==> config.mk <==
export PLATFORM = sky130hd
export DESIGN_NAME = rgb_to_hsv_pixel
export DESIGN_NICKNAME = d
export VERILOG_FILES = /design/src/hdl/rgbhsv_pkg.sv /design/src/hdl/rgbhsv_div.sv /design/src/hdl/rgb_to_hsv_pixel.sv
export SDC_FILE = /design/constraint.sdc
export NUM_CORES = 1
export LEC_CHECK = 0
export BUFFER_PORTS_ARGS = -buffer_cell sky130_fd_sc_hd__buf_2
export CORE_MARGIN = 8
export CORE_UTILIZATION = 30
export DETAILED_ROUTE_END_ITERATION = 7
export PLACE_DENSITY = 0.49
export SLEW_MARGIN = 20
export SYNTH_ARGS = -nofsm -noshare
export SYNTH_HDL_FRONTEND = slang
export SYNTH_SLANG_ARGS = --single-unit
export TNS_END_PERCENT = 30
==> constraint.sdc <==
create_clock -name clk -period 6.6 [get_ports clk]
set_clock_uncertainty 0.2 [all_clocks]
set_input_delay 0.33 -clock clk [delete_from_list [all_inputs] [get_ports clk]]
set_output_delay 0.33 -clock clk [all_outputs]
set_load 0.02 [all_outputs]
==> src/hdl/rgbhsv_pkg.sv <==
// types and constants for the rgb to hsv pixel converter
// no dependencies; used by the top level and the checker
package rgbhsv_pkg;

  localparam int CH_W = 8;

  typedef struct packed {
    logic [CH_W-1:0] red;
    logic [CH_W-1:0] green;
    logic [CH_W-1:0] blue;
  } pix_in_t;

  typedef struct packed {
    logic [CH_W-1:0] hue;
    logic [CH_W-1:0] saturation;
    logic [CH_W-1:0] brightness;
  } pix_out_t;

  // sector of the largest channel
  typedef enum logic [1:0] {
    SEC_RED   = 2'd0,
    SEC_GREEN = 2'd1,
    SEC_BLUE  = 2'd2
  } sector_t;

  // angles in degrees and the saturation scale
  localparam int DEG_PER_SECTOR = 60;
  localparam int GREEN_OFFSET   = 120;
  localparam int BLUE_OFFSET    = 240;
  localparam int FULL_TURN      = 360;
  localparam int SAT_SCALE      = 255;
  localparam int HUE_MAX        = 179;

  // both quotients fit in one channel
  localparam int QUO_W = CH_W;

  // signed channel difference and signed hue numerator before wrap
  localparam int DIFF_W    = CH_W + 1;
  localparam int HNUM_S_W  = 19;
  // hue numerator after wrap: below 360 * 255
  localparam int HNUM_W    = 17;
  // hue divisor is twice the channel spread
  localparam int HDEN_W    = CH_W + 1;
  // saturation numerator is 255 * spread, divisor is the max channel
  localparam int SNUM_W    = 2 * CH_W;
  localparam int SDEN_W    = CH_W;

endpackage

==> src/hdl/rgbhsv_div.sv <==
// pipelined restoring divider with a fixed-width quotient
// depends on nothing; each stage resolves BITS_PER_STG quotient bits
module rgbhsv_div #(
  parameter int NUM_W        = 17,
  parameter int DEN_W        = 9,
  parameter int Q_W          = 8,
  parameter int BITS_PER_STG = 2,
  localparam int NSTG        = Q_W / BITS_PER_STG
) (
  input  logic             clk,
  input  logic [NSTG-1:0]  en,
  input  logic [NUM_W-1:0] num,
  input  logic [DEN_W-1:0] den,
  output logic [Q_W-1:0]   quo
);

  // wide enough that a shifted divisor never wraps
  localparam int CW = NUM_W + Q_W;

  logic [NUM_W-1:0] rem_r [NSTG];
  logic [DEN_W-1:0] den_r [NSTG];
  logic [Q_W-1:0]   quo_r [NSTG];

  for (genvar s = 0; s < NSTG; s++) begin : g_stg
    logic [NUM_W-1:0] rem_in;
    logic [DEN_W-1:0] den_in;
    logic [Q_W-1:0]   quo_in;
    logic [NUM_W-1:0] rem_nxt;
    logic [Q_W-1:0]   quo_nxt;
    logic [CW-1:0]    part;
    logic [CW-1:0]    shd;

    if (s == 0) begin : g_first
      assign rem_in = num;
      assign den_in = den;
      assign quo_in = '0;
    end else begin : g_rest
      assign rem_in = rem_r[s-1];
      assign den_in = den_r[s-1];
      assign quo_in = quo_r[s-1];
    end

    // quotient bits come out msb first and shift in from the bottom
    always_comb begin
      part    = CW'(rem_in);
      quo_nxt = quo_in;
      shd     = '0;
      for (int k = 0; k < BITS_PER_STG; k++) begin
        shd = CW'(den_in) << (Q_W - 1 - s * BITS_PER_STG - k);
        if (part >= shd) begin
          part    = part - shd;
          quo_nxt = {quo_nxt[Q_W-2:0], 1'b1};
        end else begin
          quo_nxt = {quo_nxt[Q_W-2:0], 1'b0};
        end
      end
      rem_nxt = part[NUM_W-1:0];
    end

    always_ff @(posedge clk) begin
      if (en[s]) begin
        rem_r[s] <= rem_nxt;
        den_r[s] <= den_in;
        quo_r[s] <= quo_nxt;
      end
    end
  end

  assign quo = quo_r[NSTG-1];

endmodule

==> src/hdl/rgb_to_hsv_pixel.sv <==
// rgb_to_hsv_pixel: converts one 8-bit rgb pixel per clock into 8-bit hue
// (0..179, two-degree units), saturation and brightness (largest channel).
// The pipeline is made of the two min/max and numerator stages followed by
// the divider stages that work out hue and saturation side by side. A new
// pixel is taken every clock; the pipeline only holds up the input when
// every stage is full and the result is stalled, and bubbles close up under
// a stall. Black and grey pixels give hue and saturation of zero; ties for
// the largest channel go to red, then green.
// DIV_BITS_PER_STAGE may be 1, 2, 4 or 8.
module rgb_to_hsv_pixel #(
  parameter int DIV_BITS_PER_STAGE = 2
) (
  input  logic                 clk,
  input  logic                 rst_n,
  input  logic                 in_valid,
  output logic                 in_stall,
  input  rgbhsv_pkg::pix_in_t  in_data,
  output logic                 out_valid,
  input  logic                 out_stall,
  output rgbhsv_pkg::pix_out_t out_data
);

  import rgbhsv_pkg::*;

  localparam int DSTG = QUO_W / DIV_BITS_PER_STAGE;
  localparam int NST  = 2 + DSTG;

  // stage valid bits and per-stage advance
  logic [NST-1:0] vld_r;
  logic [NST-1:0] vld_nxt;
  logic [NST-1:0] rdy;

  always_comb begin
    rdy[NST-1] = !vld_r[NST-1] || !out_stall;
    for (int i = NST - 2; i >= 0; i--) begin
      rdy[i] = !vld_r[i] || rdy[i+1];
    end
  end

  always_comb begin
    vld_nxt = vld_r;
    if (rdy[0]) vld_nxt[0] = in_valid;
    for (int i = 1; i < NST; i++) begin
      if (rdy[i]) vld_nxt[i] = vld_r[i-1];
    end
  end

  always_ff @(posedge clk) begin
    if (!rst_n) begin
      vld_r <= '0;
    end else begin
      vld_r <= vld_nxt;
    end
  end

  assign in_stall  = !rdy[0];
  assign out_valid = vld_r[NST-1];

  // stage a: max, min, spread, sector and the signed difference
  logic [CH_W-1:0]          mx_a_nxt, mn_a;
  sector_t                  sec_a_nxt;
  logic signed [DIFF_W-1:0] diff_a_nxt;

  logic [CH_W-1:0]          mx_a_r, d_a_r;
  sector_t                  sec_a_r;
  logic signed [DIFF_W-1:0] diff_a_r;

  always_comb begin
    priority if (in_data.red >= in_data.green && in_data.red >= in_data.blue) begin
      sec_a_nxt  = SEC_RED;
      mx_a_nxt   = in_data.red;
      diff_a_nxt = $signed({1'b0, in_data.green}) - $signed({1'b0, in_data.blue});
    end else if (in_data.green >= in_data.blue) begin
      sec_a_nxt  = SEC_GREEN;
      mx_a_nxt   = in_data.green;
      diff_a_nxt = $signed({1'b0, in_data.blue}) - $signed({1'b0, in_data.red});
    end else begin
      sec_a_nxt  = SEC_BLUE;
      mx_a_nxt   = in_data.blue;
      diff_a_nxt = $signed({1'b0, in_data.red}) - $signed({1'b0, in_data.green});
    end
    mn_a = in_data.red;
    if (in_data.green < mn_a) mn_a = in_data.green;
    if (in_data.blue < mn_a) mn_a = in_data.blue;
  end

  always_ff @(posedge clk) begin
    if (rdy[0]) begin
      mx_a_r   <= mx_a_nxt;
      d_a_r    <= mx_a_nxt - mn_a;
      sec_a_r  <= sec_a_nxt;
      diff_a_r <= diff_a_nxt;
    end
  end

  // stage b: division operands
  logic signed [HNUM_S_W-1:0] d_x, off_x, hnum_s;
  logic [HNUM_W-1:0]          hnum_b_nxt;
  logic [HDEN_W-1:0]          hden_b_nxt;
  logic [SNUM_W-1:0]          snum_b_nxt;
  logic [SDEN_W-1:0]          sden_b_nxt;

  logic [HNUM_W-1:0]          hnum_b_r;
  logic [HDEN_W-1:0]          hden_b_r;
  logic [SNUM_W-1:0]          snum_b_r;
  logic [SDEN_W-1:0]          sden_b_r;
  logic [CH_W-1:0]            mx_b_r;

  always_comb begin
    d_x = $signed({{(HNUM_S_W-CH_W){1'b0}}, d_a_r});
    unique case (sec_a_r)
      SEC_RED:   off_x = '0;
      SEC_GREEN: off_x = HNUM_S_W'(d_x * GREEN_OFFSET);
      SEC_BLUE:  off_x = HNUM_S_W'(d_x * BLUE_OFFSET);
      default:   off_x = '0;
    endcase
    hnum_s = HNUM_S_W'(HNUM_S_W'(diff_a_r) * DEG_PER_SECTOR) + off_x;
    // negative angles wrap by a full turn
    if (hnum_s < 0) hnum_s = hnum_s + HNUM_S_W'(d_x * FULL_TURN);
    if (d_a_r == '0) begin
      // grey or black: zero numerators, unit divisors
      hnum_b_nxt = '0;
      hden_b_nxt = HDEN_W'(1);
      snum_b_nxt = '0;
      sden_b_nxt = SDEN_W'(1);
    end else begin
      hnum_b_nxt = hnum_s[HNUM_W-1:0];
      hden_b_nxt = {d_a_r, 1'b0};
      snum_b_nxt = SNUM_W'(SAT_SCALE * d_a_r);
      sden_b_nxt = mx_a_r;
    end
  end

  always_ff @(posedge clk) begin
    if (rdy[1]) begin
      hnum_b_r <= hnum_b_nxt;
      hden_b_r <= hden_b_nxt;
      snum_b_r <= snum_b_nxt;
      sden_b_r <= sden_b_nxt;
      mx_b_r   <= mx_a_r;
    end
  end

  // divider stages
  logic [QUO_W-1:0] hue_q, sat_q;

  rgbhsv_div #(
    .NUM_W        (HNUM_W),
    .DEN_W        (HDEN_W),
    .Q_W          (QUO_W),
    .BITS_PER_STG (DIV_BITS_PER_STAGE)
  ) u_hue_div (
    .clk (clk),
    .en  (rdy[NST-1:2]),
    .num (hnum_b_r),
    .den (hden_b_r),
    .quo (hue_q)
  );

  rgbhsv_div #(
    .NUM_W        (SNUM_W),
    .DEN_W        (SDEN_W),
    .Q_W          (QUO_W),
    .BITS_PER_STG (DIV_BITS_PER_STAGE)
  ) u_sat_div (
    .clk (clk),
    .en  (rdy[NST-1:2]),
    .num (snum_b_r),
    .den (sden_b_r),
    .quo (sat_q)
  );

  // brightness rides alongside the divider
  logic [CH_W-1:0] bri_r [DSTG];

  for (genvar s = 0; s < DSTG; s++) begin : g_bri
    always_ff @(posedge clk) begin
      if (rdy[s+2]) begin
        if (s == 0) begin
          bri_r[s] <= mx_b_r;
        end else begin
          bri_r[s] <= bri_r[(s == 0) ? 0 : s-1];
        end
      end
    end
  end

  assign out_data.hue        = hue_q;
  assign out_data.saturation = sat_q;
  assign out_data.brightness = bri_r[DSTG-1];

endmodule

### Word level (Yosys, flattened, before mapping)

Memories as Yosys holds them, arrays and structs flattened.
Cells that the tools add are included.

| operators by class | value |
|---|---|
| multiply operators | 5 |
| $lt $le $gt $ge | 22 |
| eq/ne operators | 2 |
| muxes and demuxes | 50 |
| reductions and logical operators | 16 |
| add/sub/neg operators | 22 |

Operators by type and width:

| kind | count |
|---|---|
| $mux 25 | 4 |
| $mux 24 | 4 |
| $mux 17 | 5 |
| $mux 16 | 4 |
| $mux 8 | 4 |
| $pmux 16 s2 | 1 |
| $sub 8x8->9 | 3 |
| $ge 25x11->1 | 1 |
| $ge 25x13->1 | 1 |
| $ge 25x15->1 | 1 |
| $ge 25x9->1 | 1 |
| $mux 1 | 25 |
| $ge 24x10->1 | 1 |
| $ge 24x12->1 | 1 |
| $ge 24x14->1 | 1 |
| $ge 24x8->1 | 1 |
| $ge 8x8->1 | 3 |
| $mul 8x4->12 const B | 2 |
| $add 16x17->18 | 1 |
| $lt 18x1->1 const B | 1 |
| $mux 9 | 2 |
| $sub 17x10->18 | 1 |
| $sub 17x12->18 | 1 |
| $sub 17x14->18 | 1 |
| 34 further kinds | 47 |

| storage, ports and cells | value |
|---|---|
| register bits after elaboration | 91 |
| word-level logic and storage cells | 140 |
| memories kept | 7 |
| bits in writable memories | 296 |
| bits of input ports | 28 |

Memories:

| memory | words | width | read ports | clocked after memory_dff | wr ports | line | text |
|---|---|---|---|---|---|---|---|
| u_hue_div.rem_r | 4 | 17 | 3 | 0 | 4 | rgbhsv_div.sv:20 | `logic [NUM_W-1:0] rem_r [NSTG];` |
| u_sat_div.rem_r | 4 | 16 | 3 | 0 | 4 | rgbhsv_div.sv:20 |  |
| u_hue_div.den_r | 4 | 9 | 3 | 0 | 4 | rgbhsv_div.sv:21 | `logic [DEN_W-1:0] den_r [NSTG];` |
| bri_r | 4 | 8 | 4 | 0 | 4 | rgb_to_hsv_pixel.sv:174 | `logic [CH_W-1:0] bri_r [DSTG];` |
| u_hue_div.quo_r | 4 | 8 | 4 | 0 | 4 | rgbhsv_div.sv:22 | `logic [Q_W-1:0] quo_r [NSTG];` |
| u_sat_div.den_r | 4 | 8 | 3 | 0 | 4 | rgbhsv_div.sv:21 |  |
| 1 more memories | n/a | n/a | n/a | n/a | n/a | n/a |  |

### Depth between registers and ports, before layout

Gate-level depths: netlist of run 1.

| depth | value |
|---|---|
| depth after elaboration | 8 |
| mapped depth | 27 |

### By module

A second synthesis of run 1 with hierarchy kept.

| second synthesis, totals | value |
|---|---|
| cells, all modules | 2532 |
| area, all modules | 25615.8 sq um |

By module, submodules not included:

| module | area each (sq um) | instances | cells each |
|---|---|---|---|
| rgb_to_hsv_pixel | 11503.5 | 1 | 1135 |
| rgbhsv_div at u_hue_div | 7330.8 | 1 | 710 |
| rgbhsv_div at u_sat_div | 6781.5 | 1 | 687 |

### Least setup slack after synthesis of run 1

OpenSTA, ideal clock, no wires.

| path | value |
|---|---|
| kind | reg2reg |
| from | register diff_a_r[2] |
| to | register hnum_b_r[16], data pin |
| stages on the path, launching flop included | 27 |
| period minus slack after synthesis | 6142 ps |
| data arrival time | 5676 ps |
| slack | 458 ps |
| path buffers | 0 |
| setup time | 266 ps |
| data required time | 6134 ps |
| cell sequence | edfxtp_1 > ha_1 > inv_1 > fa_1 > fa_1 > inv_1 > ha_1 > nor2b_1 > o21ai_0 > a21boi_0 > o21a_1 > nor2_1 > xnor2_1 > ha_1 > a2111oi_1 > nand2b_1 > a31o_2 > a21o_1 > a21oi_1 > xor2_1 > ha_1 > a21o_1 > a31oi_1 > xnor2_1 > mux2i_1 > xnor2_1 > nor2_1 |

| on the way | value |
|---|---|
| word-level cells in the longest chain between the ends | 4 |
| elaborated cells on any way between the ends | 5 |
| those cells by class | add/sub: 2; mul: 1; order compare: 1; mux: 1 |

Ends and longest elaborated chain:

| what | line | text |
|---|---|---|
| start, declared | rgb_to_hsv_pixel.sv:66 | `logic signed [DIFF_W-1:0] diff_a_r;` |
| start signal, assigned | rgb_to_hsv_pixel.sv:92 | `diff_a_r <= diff_a_nxt;` |
| $mul 9x5->14 * | rgb_to_hsv_pixel.sv:117 | `hnum_s = HNUM_S_W'(HNUM_S_W'(diff_a_r) * DEG_PER_SECTOR) + off_x;` |
| $add 16x17->18 * | rgb_to_hsv_pixel.sv:117 |  |
| $add 17x17->17 / $lt 18x1->1 (equally long branches) | rgb_to_hsv_pixel.sv:119 | `if (hnum_s < 0) hnum_s = hnum_s + HNUM_S_W'(d_x * FULL_TURN);` |
| $mux 17 * | rgb_to_hsv_pixel.sv:119 |  |
| end signal, assigned | rgb_to_hsv_pixel.sv:136 | `hnum_b_r <= hnum_b_nxt;` |
| end, declared | rgb_to_hsv_pixel.sv:103 | `logic [HNUM_W-1:0] hnum_b_r;` |

Mark *: on every way between the ends. The rest lies on a longest branch, timed or not.
A chain may end at the register's enable or synchronous reset.

### Final worst setup path of run 1

| path | value |
|---|---|
| from | register d_a_r[1] |
| to | register hnum_b_r[16], data pin |

| on the way | value |
|---|---|
| word-level cells in the longest chain between the ends | 5 |
| elaborated cells on any way between the ends | 9 |
| those cells by class | add/sub: 2; mul: 3; order compare: 1; mux: 2; reduce/logical: 1 |

Ends and longest elaborated chain:

| what | line | text |
|---|---|---|
| start, declared | rgb_to_hsv_pixel.sv:64 | `logic [CH_W-1:0] mx_a_r, d_a_r;` |
| start signal, assigned | rgb_to_hsv_pixel.sv:90 | `d_a_r <= mx_a_nxt - mn_a;` |
| $mul 8x4->12 | rgb_to_hsv_pixel.sv:113, rgb_to_hsv_pixel.sv:114 |  |
| $pmux 16 s2 | rgb_to_hsv_pixel.sv:111 | `unique case (sec_a_r)` |
| $add 16x17->18 | rgb_to_hsv_pixel.sv:117 |  |
| $add 17x17->17 / $lt 18x1->1 (equally long branches) | rgb_to_hsv_pixel.sv:119 |  |
| $mux 17 | rgb_to_hsv_pixel.sv:119 |  |

Parallel ways exist; a longest one is shown, timed or not.

==> reports/qor.yml, run 1 <==
clock_tree:
  cts_made_buffers: 38
  clk_latency_ns: 0.56
  clockBufferDepth: 3
  cts_tree: "done"
  cts.sinks: 301
  h-tree-depth: 2
  path_clk_slew_ns: 0.06
  cts-root-buf: "clkbuf_16"
global_routing:
  first_global_vias: 18420
  gr-usage-all-layers_pct: 11.7
  grt_max_degree: 68
  antenna_found_initial: 0
  grt-ovfl-total: 0
  grt_first_pass_wirelength_mm: 91.9
die:
  io_pins: 54
  coreArea_um2: 82100
  die_area_um2: 92400
  rows: 105
  die_w_um: 304
  initial_utilization_pct: 30.3
  fp.dieH_um: 304
synth:
  yosysUniqueCellTypes: 95
  synth_top_family_by_area: "adder cells"
  ys.flop_type: "edfxtp_1"
  yosysTopAreaCell: "edfxtp_1"
  synth.area.top_cells: "edfxtp_1 36%, ha_1 15%, fa_1 6.2%"
  syn_area_um2: 24900
  syn_nets: 2887
  synth_warnings: 0
  synth-compound-area-share_pct: 13.8
  synthXorXnorAreaFrac_pct: 5.98
  syn_inst: 2484
  yosys.area_share.simple_pct: 13.7
  synth_fa_ha_area_share_pct: 21.2
  synth_edf_count: 295
  synthArstFlopShare_pct: 0
  yosysSeqAreaShare_pct: 36.1
  syn_avg_cell_area_um2: 10.0
  ys_ff_latch: 301
  synth_mux_area_share_pct: 4.12
  synth_top_area_share_pct: 35.6
min_path:
  hold_path_class: "in2reg"
drt:
  first_iter_violations: 731
  drc: 0
  ant_nets: 0
  routed_wl_mm: 55.6
  wl_per_cell_um: 15.1
  vias: 17775
  via_per_inst: 4.82
  drt_first_pass_iters: 5
worst_setup_path:
  crit_path_start_kind: "flip-flop"
  cpMaxStageDelayCell: "fa_1"
  criticalPathCategory: "reg2reg"
  crit_path_end_kind: "flip-flop"
  path_max_fanout: 3
  crit_path_max_incr_delay_ns: 0.58
  worstPathArrival_ns: 6.45
  required_ns: 6.70
finish:
  nets: 2989
  n_antenna_cell: 0
  multi_input_area_um2: 14700
  fin_area_um2: 28000
  n_fill_cell: 8255
  drive_gt1_share_pct: 10.1
  fin_cells: 3684
  fin_util_pct: 34.1
  syn2layout_area_growth_pct: 12.5
  regArea_um2: 8980
outcome:
  status: "completed"
timing:
  setup_slack_ns: 0.246
  hold_viol: 0
  drv_slew: 0
  max_freq_mhz: 157
  period_minus_slack_ns: 6.35
  finalSetupViolCount: 0
  fin_crit_sh_pct: 96.3
  slew_headroom_pct: 29.2
  worstMarginPinSlew_ns: 1.05
place:
  dp_hpwl_mm: 45.7
  port_buffers: 53
  pre_cts_slack_ns: 0.0558
  dpl.cell_count: 3603
  gp_routability_congestion: 0.840
  placed_cell_area_um2: 26600
job:
  cap_violations: 0
## synthesized netlist by cell type, types with 6 or more instances
cell type / instances
dfxtp_1: 6
o211ai_1: 12
nor2_1: 206
o21bai_1: 14
a21oi_1: 171
o22ai_1: 8
nand2b_1: 49
or4_1: 11
nor4_1: 18
o31a_1: 6
nand4b_1: 6
ha_1: 298
a22oi_1: 10
nand2_1: 120
a21boi_0: 6
o31ai_1: 7
nor3_1: 48
and2_1: 23
nor2b_1: 54
mux2_2: 53
fa_1: 77
xnor2_1: 112
nand4_1: 21
or3_1: 15
mux2i_1: 38
edfxtp_1: 295
and3_1: 14
buf_2: 6
xor2_1: 56
clkbuf_1: 25
a211oi_1: 20
o21ai_0: 140
o21a_1: 34
or2_2: 20
a31oi_1: 13
nand3_1: 34
a21o_1: 51
a31o_2: 6
inv_1: 288
## critical path, delay by kind of cell (launching register included)
family | cells | cell delay [ns]
muxes | 1 | 0.23
and+or+nand+nor | 4 | 0.43
xor gates and xnor gates | 4 | 0.62
DFF | 1 | 0.44
AOI/OAI and AO/OA | 11 | 1.83
buffers and inverters | 3 | 0.26
adders and majority gates | 5 | 2.07
## worst paths after layout
path | cells past startpoint | to | slack [ns] | from
max | 28 | hnum_b_r[16]$_SDFFCE_PP0P_ | 0.25 | d_a_r[1]$_DFFE_PN_
min | 3 | mx_a_r[6]$_DFFE_PN_ | 0.07 | in_data[22]
max reg2reg | 28 | hnum_b_r[16]$_SDFFCE_PP0P_ | 0.25 | d_a_r[1]$_DFFE_PN_
min reg2reg | 0 | u_hue_div.quo_r[3][2]$_DFFE_PP_ | 0.21 | u_hue_div.quo_r[2][0]$_DFFE_PP_
## layer usage
metal | part of all wire [%] | vias up | global-route usage (%)
met5 | 0 | - | 0
met4 | 3.4 | 0 | 4.24
met3 | 3.0 | 87 | 1.81
met2 | 48 | 214 | 20.8
met1 | 46 | 8385 | 14.3
li1 | - | 9089 | -
## state kept, by name, indices dropped and copies added, names as in the netlist, 9 cells and up
| name | cells |
|---|---|
| u_sat_div.rem_r | 48 |
| bri_r | 32 |
| hnum_b_r | 15 |
| u_hue_div.quo_r | 20 |
| diff_a_r | 9 |
| u_hue_div.rem_r | 45 |
| snum_b_r | 15 |
| hden_b_r | 9 |
| u_sat_div.den_r | 24 |
| u_hue_div.den_r | 24 |
| u_sat_div.quo_r | 20 |
## metrics by stage
step	setup TNS [ns]	hold WS (ns)
after floorplan	0	0.200
after global placement	0	0.206
after detailed placement	0	0.205
after CTS	0	0.0283
after global routing	-0.0739	0.0581
final	0	0.0669
## timing repair
item                                    CTS  global route
buffers inserted                          0             7
hold buffers                              6             0
gates resized for setup                   0            13
endpoints found under the setup margin    0             2
hold endpoints to repair                  8             0
## cells in the final DEF (no fill, tap or decap), types with 49 or more instances in the layout
master	n
xor2_1	56
a21oi_1	167
edfxtp_1	295
nand2b_1	49
buf_2	53
nor2_1	206
nand2_1	118
xnor2_1	112
o21ai_0	137
ha_1	298
mux2_2	53
inv_1	286
a21o_1	51
fa_1	77
nor2b_1	54
## cells by family (layout without fill, tap and decap cells)
logic type | count (synthesis) | in the layout
AO/OA/AOI/OAI | 544 | 544
flip-flops | 301 | 301
XOR/XNOR | 169 | 169
adder cells (fa/ha/maj) | 375 | 375
multiplexers | 95 | 95
buffers and inverters | 330 | 460
AND/OR/NAND/NOR | 670 | 670
## cell type report
class                      count  area share, %
tap                         1070           4.78
timing repair buffer         102           2.33
clock buffer                  43           3.54
sequential                   301           32.1
inverter                     290           3.89
clock inverter                25          0.916
multi-input combinational   1853           52.5
Power of run 1 is left out: the tool's default activity adds up to more than one toggle a clock period on the data nets, which glitch-free logic cannot reach.
==> inputs of run 2 (changes only) <==
- PLACE_DENSITY: 0.49 -> 0.47
- SYNTH_HIERARCHICAL: not set -> 1
- clock period: 6.6 -> 7 ns (I/O delays scaled with it)
==> reports/qor.yml, run 2 <==
synth:
  syn_avg_cell_area_um2: 10.1  # was 10.0 um^2
  yosysUniqueCellTypes: 104  # was 95
  synth_top_area_share_pct: 35.6  # about the same
  ys_ff_latch: 310  # was 301
  synthArstFlopShare_pct: 0  # unchanged
  synth.area.top_cells: "edfxtp_1 36%, ha_1 15%, fa_1 5.9%"  # was edfxtp_1 36%, ha_1 15%, fa_1 6.2%
  synth_common_cells: "304 x edfxtp_1, 300 x ha_1, 298 x inv_1"  # was 298 x ha_1, 295 x edfxtp_1, 288 x inv_1
  synth_edf_count: 304  # was 295
  yosysSeqAreaShare_pct: 36.1  # about the same
  syn_inst: 2532  # was 2484
  synth_warnings: 6  # was 0
  yosysMostFrequentCell: "edfxtp_1"  # was ha_1
  ys.flop_type: "edfxtp_1"  # unchanged
  yosysTopAreaCell: "edfxtp_1"  # unchanged
  syn_area_um2: 25600  # was 24900 um^2
finish:
  drive_gt1_share_pct: 9.82  # was 10.1%
  n_antenna_cell: 0  # unchanged
  regArea_um2: 9250  # was 8980 um^2
  nets: 3032  # was 2989
  syn2layout_area_growth_pct: 12.2  # was 12.5%
  mostFrequentLayoutCell: "edfxtp_1"  # was ha_1
  multi_input_area_um2: 15100  # was 14700 um^2
  n_fill_cell: 8545  # was 8255
  largest_reg_flops: 51  # was 48
  regMostFlops: "u_hue_div/rem_r"  # was u_sat_div.rem_r
  mostFrequentLayoutCells: "304 x edfxtp_1, 300 x ha_1, 296 x inv_1"  # was 298 x ha_1, 295 x edfxtp_1, 286 x inv_1
  reg.largest.list: "u_hue_div/rem_r (51), u_sat_div/rem_r (48), bri_r (32)"  # was u_sat_div.rem_r (48), u_hue_div.rem_r (45), bri_r (32)
worst_setup_path:
  r2r_slack_ns: 0.49  # was 0.25 ns
  criticalPathCategory: "reg2reg"  # unchanged
  reg2regPathDepth: 25  # was 28
  required_ns: 7.11  # was 6.70 ns
  worstPathArrival_ns: 6.61  # was 6.45 ns
  r2r-end: "hnum_b_r[16]$_SDFFCE_PP0P_"  # unchanged
  r2r_start: "d_a_r[1]$_DFFE_PN_"  # unchanged
  crit_path_start_kind: "flip-flop"  # unchanged
  path_max_fanout: 5  # was 3
  crit_path_end_kind: "flip-flop"  # unchanged
timing:
  worstMarginPinSlew_ns: 0.910  # was 1.05 ns
  rsz0062_at_grt: "no"
  hold_viol: 0  # unchanged
  setup_tns_ns: 0  # unchanged
  finalSetupViolCount: 0  # unchanged
  slew_headroom_pct: 39.3  # was 29.2%
  period_minus_slack_ns: 6.51  # was 6.35 ns
  drv_slew: 0  # unchanged
  fin_crit_sh_pct: 93.0  # was 96.3%
  max_freq_mhz: 154  # was 157 MHz
die:
  initial_utilization_pct: 30.2  # was 30.3%
  fp.dieH_um: 308  # was 304 um
  rows: 107  # was 105
  coreArea_um2: 84900  # was 82100 um^2
  die_area_um2: 95000  # was 92400 um^2
  io_pins: 54  # unchanged
  die_w_um: 308  # was 304 um
clock_tree:
  clk_latency_ns: 0.56  # about the same
  cts.sinks: 310  # was 301
  h-tree-depth: 2  # unchanged
  cts_made_buffers: 39  # was 38
  cts-root-buf: "clkbuf_16"  # unchanged
  path_clk_slew_ns: 0.06  # about the same
  cts_tree: "done"  # unchanged
  clockBufferDepth: 3  # unchanged
global_routing:
  antenna_found_initial: 0  # unchanged
  first_global_vias: 19189  # was 18420
  gr-usage-all-layers_pct: 12.4  # was 11.7%
  grt_first_pass_wirelength_mm: 97.7  # was 91.9 mm
  grt-ovfl-total: 0  # unchanged
  grt_max_degree: 68  # unchanged
place:
  gp_routability_congestion: 0.866  # was 0.840
  port_buffers: 53  # unchanged
  dp_hpwl_mm: 48.3  # was 45.7 mm
drt:
  drt_first_pass_iters: 5  # unchanged
  wl_per_cell_um: 15.5  # was 15.1 um
  via_per_inst: 4.85  # was 4.82
  first_iter_violations: 1032  # was 731
  routed_wl_mm: 59.0  # was 55.6 mm
  vias: 18430  # was 17775
  ant_nets: 0  # unchanged
  drc: 0  # unchanged
min_path:
  hold_path_class: "in2reg"  # unchanged
  min-delay-start: "in_data[0]"  # was in_data[22]
  min_to: "mx_a_r[0]$_DFFE_PN_"  # was mx_a_r[6]$_DFFE_PN_
  hold_depth: 3  # unchanged
job:
  cap_violations: 0  # unchanged
outcome:
  status: "completed"  # unchanged
run 2: worst max-delay path by stage:
stage,from,to,slack [ns],cells after the start
floorplan,d_a_r[1]$_DFFE_PN_,hnum_b_r[16]$_SDFFCE_PP0P_,0.85,24
global placement,d_a_r[1]$_DFFE_PN_,hnum_b_r[16]$_SDFFCE_PP0P_,0.34,24
detailed placement,d_a_r[1]$_DFFE_PN_,hnum_b_r[16]$_SDFFCE_PP0P_,0.24,24
CTS,d_a_r[1]$_DFFE_PN_,hnum_b_r[16]$_SDFFCE_PP0P_,0.21,24
global route,diff_a_r[2]$_DFFE_PN_,hnum_b_r[16]$_SDFFCE_PP0P_,0.08,26
finish,d_a_r[1]$_DFFE_PN_,hnum_b_r[16]$_SDFFCE_PP0P_,0.49,25
run 2: per-layer routing:
layer | wire length, um | track usage [%] | part of all wire [%] | vias to the layer above
met1 | 27100 | 15.4 | 46 | 8754
met4 | 1560 | 3.76 | 2.6 | 0
met5 | 0 | 0 | 0 | -
li1 | - | - | - | 9357
met2 | 28600 | 22.0 | 48 | 237
met3 | 1730 | 1.67 | 2.9 | 82
run 2: cell type report:
cell class,count,area share (%)
timing repair buffer,86,1.83
sequential,310,32.2
clock inverter,25,0.993
clock buffer,46,3.56
tap,1144,4.98
inverter,302,3.95
multi-input combinational,1889,52.5
run 2: worst max-delay path, stage by stage (launching register included):
cell and delay [ns]:
edfxtp_1 0.41, buf_4 0.17, fa_1 0.56, xor2_1 0.21
ha_1 0.30, ha_1 0.29, a31o_2 0.21, a21oi_2 0.18
o21bai_1 0.11, a21oi_1 0.18, xnor2_1 0.11, a22oi_1 0.19
nor2_1 0.08, ha_1 0.27, or3_1 0.37, o32ai_4 0.29
xnor2_1 0.20, ha_1 0.33, and2_1 0.20, a31o_2 0.22
a41oi_2 0.18, a211oi_1 0.14, a31o_2 0.27, xnor2_1 0.15
and4_1 0.24, a211o_1 0.21
run 2: repair_timing:
item,in CTS,in global routing
setup buffers,0,7
gates resized for setup,0,6
hold buffers,5,0
hold endpoints to repair,7,0
endpoints found under the setup margin,0,1
run 2: logic make-up after synthesis:
logic type	after synthesis	share of synthesized area, %
flops	310	36.1
simple gates	645	13.0
mux	87	3.71
other cells	1	0.0146
xor+xnor	157	5.44
fa+ha+maj	376	20.6
compound gates	620	16.0
buf+inv	336	5.15
run 2: per-stage QoR:
step	worst slack [ns]	std cells	util (%)	hold WS, ns	instance area, um^2
CTS	0.207	3795	33.8	0.0696	28700
global route	0.0818	3802	33.8	0.108	28700
finish	0.491	3802	33.8	0.127	28700
global placement	0.337	3719	32.2	0.204	27300
detailed placement	0.242	3719	32.2	0.205	27300
floorplan	0.845	2535	-	0.200	25600
Power of run 2 is left out for the same reason.
==> inputs of run 3 (changes only) <==
- CELL_PAD_IN_SITES_DETAIL_PLACEMENT: not set -> 0
- CELL_PAD_IN_SITES_GLOBAL_PLACEMENT: not set -> 1
- CORE_UTILIZATION: 30 -> 52
- PLACE_DENSITY: 0.47 -> 0.85
==> reports/qor.yml, run 3 (synthesis results as in run 2) <==
worst_setup_path:
  crit_path_max_incr_delay_ns: 0.51  # was 0.56 ns
  criticalPathCategory: "reg2reg"  # unchanged
  worstPathArrival_ns: 6.76  # was 6.61 ns
  crit_start: "diff_a_r[2]$_DFFE_PN_"  # was d_a_r[1]$_DFFE_PN_
  critPathBufInv: 2  # was 1
  path_max_fanout: 5  # unchanged
  crit_path_end_kind: "flip-flop"  # unchanged
  crit_path_start_kind: "flip-flop"  # unchanged
  r2r_start: "diff_a_r[2]$_DFFE_PN_"  # was d_a_r[1]$_DFFE_PN_
  cpMostUsedCell: "ha_1"  # unchanged
  path_delay_family: "adder cells"  # was compound AO/OA/AOI/OAI gates
  required_ns: 7.09  # was 7.11 ns
  cpMaxStageDelayCell: "fa_1"  # unchanged
place:
  port_buffers: 53  # unchanged
  pre_cts_slack_ns: 0.290  # was 0.242 ns
  dp_hpwl_mm: 43.8  # was 48.3 mm
  gp_routability_congestion: 0.904  # was 0.866
drt:
  via_per_inst: 5.58  # was 4.85
  wl_per_cell_um: 16.5  # was 15.5 um
  ant_nets: 0  # unchanged
  first_iter_violations: 1090  # was 1032
  vias: 18485  # was 18430
  routed_wl_mm: 54.5  # was 59.0 mm
  drc: 0  # unchanged
  drt_first_pass_iters: 5  # unchanged
finish:
  mostFrequentLayoutCell: "edfxtp_1"  # unchanged
  drive_gt1_share_pct: 9.44  # was 9.82%
  n_antenna_cell: 0  # unchanged
  n_fill_cell: 4054  # was 8545
  mostFrequentLayoutCells: "304 x edfxtp_1, 300 x ha_1, 295 x inv_1"  # was 304 x edfxtp_1, 300 x ha_1, 296 x inv_1
  nets: 3024  # was 3032
  largest_reg_flops: 51  # unchanged
  reg.largest.list: "u_hue_div/rem_r (51), u_sat_div/rem_r (48), bri_r (32)"  # unchanged
  syn2layout_area_growth_pct: 9.23  # was 12.2%
  regMostFlops: "u_hue_div/rem_r"  # unchanged
die:
  coreArea_um2: 48700  # was 84900 um^2
  die_area_um2: 56600  # was 95000 um^2
  fp.dieH_um: 238  # was 308 um
  io_pins: 54  # unchanged
  initial_utilization_pct: 52.5  # was 30.2%
  die_w_um: 238  # was 308 um
  rows: 81  # was 107
global_routing:
  antenna_found_initial: 0  # unchanged
  grt-ovfl-total: 0  # unchanged
  grt_max_degree: 67  # was 68
  grt_first_pass_wirelength_mm: 90.6  # was 97.7 mm
  gr-usage-all-layers_pct: 19.2  # was 12.4%
  first_global_vias: 18920  # was 19189
min_path:
  hold_path_class: "in2reg"  # unchanged
  min-delay-start: "in_data[20]"  # was in_data[0]
clock_tree:
  cts_made_buffers: 35  # was 39
  cts-root-buf: "clkbuf_16"  # unchanged
  clockBufferDepth: 3  # unchanged
  path_clk_slew_ns: 0.06  # about the same
  cts.sinks: 310  # unchanged
  clk_latency_ns: 0.55  # was 0.56 ns
  cts_tree: "done"  # unchanged
  h-tree-depth: 2  # unchanged
timing:
  worstMarginPinSlew_ns: 0.877  # was 0.910 ns
  rsz0062_at_grt: "no"  # unchanged
  period_minus_slack_ns: 6.67  # was 6.51 ns
  hold_viol: 0  # unchanged
  setup_tns_ns: 0  # unchanged
  max_freq_mhz: 150  # was 154 MHz
  whs_ns: 0.0950  # was 0.127 ns
  finalSetupViolCount: 0  # unchanged
  setup_slack_ns: 0.332  # was 0.491 ns
  slew_headroom_pct: 41.6  # was 39.3%
  drv_slew: 0  # unchanged
  fin_crit_sh_pct: 95.3  # was 93.0%
outcome:
  status: "completed"  # unchanged
job:
  cap_violations: 0  # unchanged
run 3: worst register-to-register path: stages (launching register included):
cell and delay (ns):
edfxtp_1 0.43, ha_1 0.30, inv_1 0.05, fa_1 0.47, fa_1 0.51, inv_1 0.04
ha_1 0.34, nor2b_1 0.15, o21ai_0 0.21, a21boi_0 0.16, o21ai_1 0.18, nand2_1 0.07
nor2_1 0.09, nor2_1 0.05, ha_1 0.27, or3_1 0.38, o32ai_4 0.31, xnor2_1 0.19
ha_1 0.33, and2_1 0.19, a31o_2 0.21, a41oi_1 0.23, a211oi_1 0.16, a31o_2 0.27
xnor2_1 0.15, and4_1 0.24, a211o_1 0.23
run 3: timing repair:
action | 4_1_cts | 5_1_grt
endpoints found under the hold margin | 7 | 0
hold buffers | 6 | 0
buffers inserted | 0 | 5
resized for setup | 0 | 4
endpoints found under the setup margin | 0 | 1
run 3: stage by stage:
step / area (um^2) / utilization [%] / cells
floorplan: 25600 / - / 2535
global placement: 26700 / 54.7 / 3236
detailed placement: 26700 / 54.7 / 3236
CTS: 27900 / 57.3 / 3306
global route: 28000 / 57.4 / 3311
finish: 28000 / 57.4 / 3311
run 3: final cells by class:
cell class                      instances  area [um^2]  share of cell area, %
Multi-Input combinational cell       1889        15100                   53.9
Inverter                              302         1140                   4.06
Sequential cell                       310         9250                   33.1
Clock buffer                           39          891                   3.18
Clock inverter                         25          304                   1.09
Timing Repair Buffer                   82          498                   1.78
Tap cell                              664          831                   2.97
run 3: path summary, 6_finish.rpt:
kind | to | slack [ns] | cells after the start
hold / removal | mx_a_r[4]$_DFFE_PN_ | 0.1 | 3
setup / recovery | hnum_b_r[16]$_SDFFCE_PP0P_ | 0.33 | 26
setup reg to reg | hnum_b_r[16]$_SDFFCE_PP0P_ | 0.33 | 26
hold reg to reg | bri_r[1][4]$_DFFE_PP_ | 0.22 | 0
run 3: per-layer routing:
layer,part of all wire (%),global-route usage (%),up-vias
li1,-,-,9348
met1,44,22.9,8790
met2,50,35.5,255
met3,3.2,2.83,92
met4,2.6,5.65,0
met5,0,0,-
Power of run 3 is left out for the same reason.
